<file path="config.mk">
export PLATFORM = sky130hd
export DESIGN_NAME = ret_edge_cmp
export DESIGN_NICKNAME = d
export VERILOG_FILES = /design/src/hdl/ret_pkg.sv /design/src/hdl/ret_edge_cmp.sv
export SDC_FILE = /design/constraint.sdc
export NUM_CORES = 1
export LEC_CHECK = 0
export BUFFER_PORTS_ARGS = -buffer_cell sky130_fd_sc_hd__buf_2
export CAP_MARGIN = 20
export CORE_AREA = 3 3 91 93
export DETAILED_ROUTE_END_ITERATION = 8
export DIE_AREA = 0 0 94 96
export PLACE_DENSITY_LB_ADDON = 0.15
export SYNTH_ARGS = -nofsm -noshare
export SYNTH_HDL_FRONTEND = slang
export SYNTH_SLANG_ARGS = --single-unit
</file>
<file path="constraint.sdc">
create_clock -name vclk -period 20.6
set_input_delay 3.09 -clock vclk [all_inputs]
set_output_delay 3.09 -clock vclk [all_outputs]
set_load 0.01 [all_outputs]
</file>
<file path="src/hdl/ret_pkg.sv">
package ret_pkg;

  // Frame geometry.
  localparam int IMG_WIDTH  = 188;
  localparam int IMG_HEIGHT = 120;

  // Field widths.
  localparam int PIX_W  = 8;
  localparam int COL_W  = 8;
  localparam int ROW_W  = 7;
  localparam int CNT_W  = 7;
  localparam int THR_W  = 8;
  localparam int STEP_W = 4;

  // Scan column counter is one bit wider so that col + step + 1 never wraps.
  localparam int SCAN_W = COL_W + 1;

  // Row store holds two banks of one row each.
  localparam int STORE_DEPTH = 2 * IMG_WIDTH;
  localparam int STORE_AW    = $clog2(STORE_DEPTH);
  localparam int FC_AW       = $clog2(IMG_HEIGHT);

  // The ratio test compares the difference scaled by 2**RATIO_SH.
  localparam int RATIO_SH = 8;

  // Start column sum 4*center + 3*start + width, then a divide by ten done as a
  // multiply by a scaled reciprocal. The reciprocal is exact for sums below 16384.
  localparam int SUM_W     = $clog2(7 * ((1 << COL_W) - 1) + IMG_WIDTH + 1);
  localparam int DIV_SH    = 15;
  localparam int DIV_MUL   = ((1 << DIV_SH) + 9) / 10;
  localparam int DIV_MUL_W = $clog2(DIV_MUL + 1);
  localparam int PROD_W    = SUM_W + DIV_MUL_W;

  localparam logic [COL_W-1:0] MID_COL    = COL_W'(IMG_WIDTH / 2);
  localparam logic [COL_W-1:0] LAST_COL   = COL_W'(IMG_WIDTH - 1);
  localparam logic [ROW_W-1:0] BOTTOM_ROW = ROW_W'(IMG_HEIGHT - 1);
  localparam logic [CNT_W-1:0] CNT_MAX    = '1;

  // Reset values of the configuration registers.
  localparam logic [THR_W-1:0]  THR_RESET  = THR_W'(17);
  localparam logic [STEP_W-1:0] STEP_RESET = STEP_W'(3);

  // Configuration port.
  localparam int CFG_IDX_W  = 1;
  localparam int CFG_DATA_W = 8;

  typedef enum logic [CFG_IDX_W-1:0] {
    CFG_THRESHOLD = 1'b0,
    CFG_STEP      = 1'b1
  } cfg_idx_t;

  typedef struct packed {
    logic [PIX_W-1:0] pixel;
    logic [COL_W-1:0] column;
    logic [ROW_W-1:0] row_index;
    logic             row_last;
  } in_t;

  typedef struct packed {
    logic [ROW_W-1:0] out_row;
    logic [COL_W-1:0] left_edge;
    logic [COL_W-1:0] right_edge;
    logic [COL_W-1:0] center;
    logic             left_found;
    logic             right_found;
    logic [CNT_W-1:0] left_count;
    logic [CNT_W-1:0] right_count;
  } out_t;

endpackage

</file>
<file path="src/hdl/ret_edge_cmp.sv">
// Difference over sum ratio test in integer form:
// edge when |a - b| * 256 > threshold * (a + b).
module ret_edge_cmp (
  input  logic [ret_pkg::PIX_W-1:0] pix_a,
  input  logic [ret_pkg::PIX_W-1:0] pix_b,
  input  logic [ret_pkg::THR_W-1:0] thr,
  output logic                      hit
);

  localparam int CMP_W = ret_pkg::PIX_W + ret_pkg::THR_W + 1;

  logic [ret_pkg::PIX_W-1:0] diff;
  logic [ret_pkg::PIX_W:0]   psum;
  logic [CMP_W-1:0]          lhs;
  logic [CMP_W-1:0]          rhs;

  always_comb begin
    diff = (pix_a > pix_b) ? (pix_a - pix_b) : (pix_b - pix_a);
    psum = {1'b0, pix_a} + {1'b0, pix_b};
    lhs  = CMP_W'(diff) << ret_pkg::RATIO_SH;
    rhs  = CMP_W'(thr) * CMP_W'(psum);
    hit  = (lhs > rhs);
  end

endmodule

</file>
Word-level counts from Yosys, hierarchy flattened --
Cells that the tools add are included.
Storage, ports and cells: word-level logic and storage cells 7, output and inout port bits 1, register bits 0, input bits 24
Operators by class: add/subtract/negate cells 3, multiply operators 1, muxes and demuxes 1, $lt $le $gt $ge 2
Operators by type and width (count):
- 16-bit by 17-bit greater-than comparator with 1-bit output | 1
- 8-bit by 9-bit multiplier with 17-bit output | 1
- 8-bit subtractor | 2
- 8-bit by 8-bit adder with 9-bit output | 1
- 8-bit greater-than comparator | 1
- 8-bit 2-to-1 mux | 1

Logic depth before layout (Yosys ltp) --
depth in word-level cells 3, depth in mapped cells 28, depth with buffers taken out 28

Worst setup path before layout --
Ideal clock, no wire load.
kind input -> output, start point input pix_a[1] (netlist name), end point output hit, path buffers 0, slack 8275 ps, data required time 17510 ps, cell stages on the path 26, arrival time 9235 ps, path through inv_1 > ha_1 > nand2b_1 > a21oi_1 > o21ai_0 > a21oi_1 > o41ai_4 > mux2i_1 > fa_1 > fa_1 > fa_1 > inv_1 > fa_1 > inv_1 > ha_1 > a21o_1 > a21o_1 > a21o_1 > or2_2 > xnor2_1 > ha_1 > and4_1 > a221o_1 > a221oi_1 > a31oi_1 > and3b_1
On the way: longest elaborated chain between the ends 3, elaborated cells between the ends (all ways) 7, classes of those cells add/sub: 3; mul: 1; order compare: 2; mux: 1
Ends and longest elaborated chain:
- from (decl) | line ret_edge_cmp.sv:4 | input logic [ret_pkg::PIX_W-1:0] pix_a,
- 8-bit by 8-bit adder with 9-bit output, or another cell as far along | line ret_edge_cmp.sv:19 | psum = {1'b0, pix_a} + {1'b0, pix_b};
- 8-bit by 9-bit multiplier with 17-bit output / 8-bit 2-to-1 mux (equally long branches) | line ret_edge_cmp.sv:21, ret_edge_cmp.sv:18
- 16-bit by 17-bit greater-than comparator with 1-bit output (*) | line ret_edge_cmp.sv:22 | hit = (lhs > rhs);
- to (decl) | line ret_edge_cmp.sv:7 | output logic hit
Every way passes the cells marked *; elsewhere a longest branch is shown, timed or not.

Worst setup path after layout --
Same ends and word-level chain as after synthesis.

==> key figures <==
GRT
  • Gr usage total: 19.0%
  • Initial antenna violation count: 0
  • First-pass GRT wire length: 14000 um
  • Vias in the first global route: 2905
  • Largest net degree at the start of global routing: 14
  • GRT overflow: 0

Drt
  • Vias per inst: 5.32
  • Router iterations before antenna repair: 4
  • Number of routed nets with antenna violations: 0
  • Routed wire per std cell: 14.6 um
  • Vias post-DR: 2964
  • Routed WL: 8140 um
  • Number of DRC markers in iteration 0: 82
  • Drt drc: 0

Final layout
  • Area Growth Syn to Fin: 5.01%
  • Post-route cell area: 3880 um^2
  • Nets@finish: 594
  • Final Core Density: 51.1%
  • Sequential cell count: 0
  • Final-layout clock buffer total: 0
  • Reg area: 0 um^2
  • # diodes: 0
  • Layout cells sized above 1: 9.23%
  • Final std cells w/o fill: 557

Timing
  • Max Fclk: 73.6 MHz
  • Rel. slew slack: 45.5%
  • Max-slew violations: 0
  • Final setup violation count: 0
  • Fin crit period: 13.58 ns
  • Final WS setup: 7.02 ns
  • Tcrit/Tclk final: 65.9%
  • Final Hold Vio Count: 0
  • Tightest Pin Transition: 0.815 ns
  • RSZ-0062 raised after global routing: false
  • Fin Setup TNS: 0 ns

Critical path
  • Crit path kind: primary input to primary output
  • CP Launch Type: primary input
  • Crit end category: primary output
  • CP arrival: 10.49 ns
  • CP required: 17.51 ns
  • Slowest stage delay, CP: 0.61 ns
  • Worst path slowest cell: a2111oi_0
  • CP top delay family: adder cells
  • Most common cell on crit path: fa_1
  • Critical path peak fanout: 5
  • CP bufs+invs: 5

Clock network
  • Post-CTS resize count: 0
  • Cts hold-fix bufs: 0
  • Setup bufs post-CTS: 0

Pwr
  • Max IR drop VDD: 0.0772 mV
  • Clock share of power: 0%
  • Switching share of power: 54.2%
  • Comb pwr share: 100.0%
  • Sequential group share of total power: 0%
  • Pleak: 0.00208 uW
  • Int Pwr: 247 uW
  • PD cells: 139 nW/um^2
  • Net Switching: 293 uW

Hold path
  • Worst min-delay path class: primary input to primary output

Yosys
  • Post-synthesis sequential area ratio: 0%
  • Cell Area, Synth: 3700 um^2
  • Post-synthesis average cell area: 8.43 um^2
  • Post-Syn Instances: 439
  • Synth unique cells: 48
  • Yosys warnings: 0
  • Syn_nets: 576

Placement
  • Pre-CTS WS: 7.12 ns
  • I/O Buffers: 25
  • RePlAce Congestion: 0.853
  • Inst Count DP: 556
  • Area after DPL: 3870 um^2
  • DP HPWL: 6940 um

Job
  • MaxCap Viol Count: 0

Floorplan
  • DIE AREA: 9020 um^2
  • Die width: 94 um
  • Starting Density: 48.6%
  • I/O pins: 25
  • Core ar.: 7610 um^2
  • Site Rows: 32
  • Die H: 96 um

Run status
  • Run status: finished, final reports clean
==> cell usage after synthesis (all sizes together), types with 2 or more instances <==
| library cell | n | area [um^2] |
|---|---|---|
| a21boi | 5 | 37.5 |
| nand2b | 6 | 37.5 |
| xnor2 | 8 | 70.1 |
| o31ai | 3 | 22.5 |
| ha | 68 | 851 |
| nor2 | 12 | 45.0 |
| fa | 45 | 901 |
| a21o | 10 | 75.1 |
| nand3 | 3 | 15.0 |
| nor3 | 4 | 20.0 |
| nor2b | 26 | 163 |
| nor3b | 2 | 15.0 |
| a21oi | 16 | 83.8 |
| nand4 | 2 | 12.5 |
| and3 | 2 | 12.5 |
| buf | 3 | 33.8 |
| o21bai | 5 | 37.5 |
| o21a | 3 | 22.5 |
| o211ai | 3 | 22.5 |
| a31oi | 4 | 25.0 |
| a221oi | 4 | 41.3 |
| inv | 80 | 300 |
| o21ai | 16 | 80.1 |
| nand2 | 32 | 120 |
| clkbuf | 10 | 67.6 |
| and2 | 22 | 139 |
| mux2i | 16 | 160 |
| xor2 | 8 | 70.1 |
| a211oi | 4 | 35.0 |
| mux2 | 4 | 45.0 |
==> final timing paths <==
kind / start / endpoint / cells past startpoint
max: pix_a[1] / hit / 28
min: thr[7] / hit / 7
==> through the flow <==
stage / hold WS (ns) / power [uW]
final: 7.10 / 540
after global routing: 7.14 / 623
after CTS: 7.08 / 545
after detailed placement: 7.07 / 538
after global placement: 7.08 / 532
after floorplan: 6.84 / 428
==> worst min-delay path: cells and delay by family <==
kind                       cells  cell delay, ns
xor gates and xnor gates       1            0.09
and+or+nand+nor                3            0.34
buffers and inverters          2            0.30
adders and majority gates      1            0.19
==> kinds of logic (layout without fill, tap and decap cells) <==
family | Yosys count | count (layout) | synth area share [%]
fa+ha+maj | 113 | 113 | 47.3
xor+xnor | 16 | 16 | 3.79
simple gates | 116 | 116 | 16.7
mux | 20 | 20 | 5.55
buf+inv | 94 | 110 | 11.0
compound gates | 80 | 80 | 15.6
==> layout by cell type, fill, tap and decap left out, types with 4 or more instances in the layout <==
cell type  Yosys  final
buf_2          0     25
and2_1        21     21
a21o_1        10     10
xor2_1         8      8
o21ai_0       16     16
nor3_1         4      4
nor2_1        12     12
o21bai_1       5      5
xnor2_1        8      8
fa_1          45     45
nand2b_1       6      6
a21boi_0       5      5
a21oi_1       15     15
mux2_2         4      4
a31oi_1        4      4
inv_1         80     80
nand2_1       32     32
nor2b_1       26     26
ha_1          68     68
mux2i_1       16     16
==> routing by layer <==
metal | vias up | wire length, um | global-route usage [%]
li1 | 1472 | - | -
met1 | 1462 | 4010 | 27.2
met2 | 28 | 3960 | 34.0
met3 | 2 | 127 | 0
met4 | 0 | 47 | 0.963
met5 | - | 0 | 0
==> power groups by stage <==
stage / combinational [uW] / clock (uW) / sequential [uW]
final: 540 / 0 / 0
after global routing: 623 / 0 / 0
after CTS: 545 / 0 / 0
after detailed placement: 538 / 0 / 0
after global placement: 532 / 0 / 0
after floorplan: 428 / 0 / 0
==> area by class of cell <==
type,count,area [um^2]
repair buffers,29,159
multi-input cells,345,3290
inverters,81,304
well taps,102,128
fillers,756,3720
Note: power is estimated with default switching activity, not from simulation.
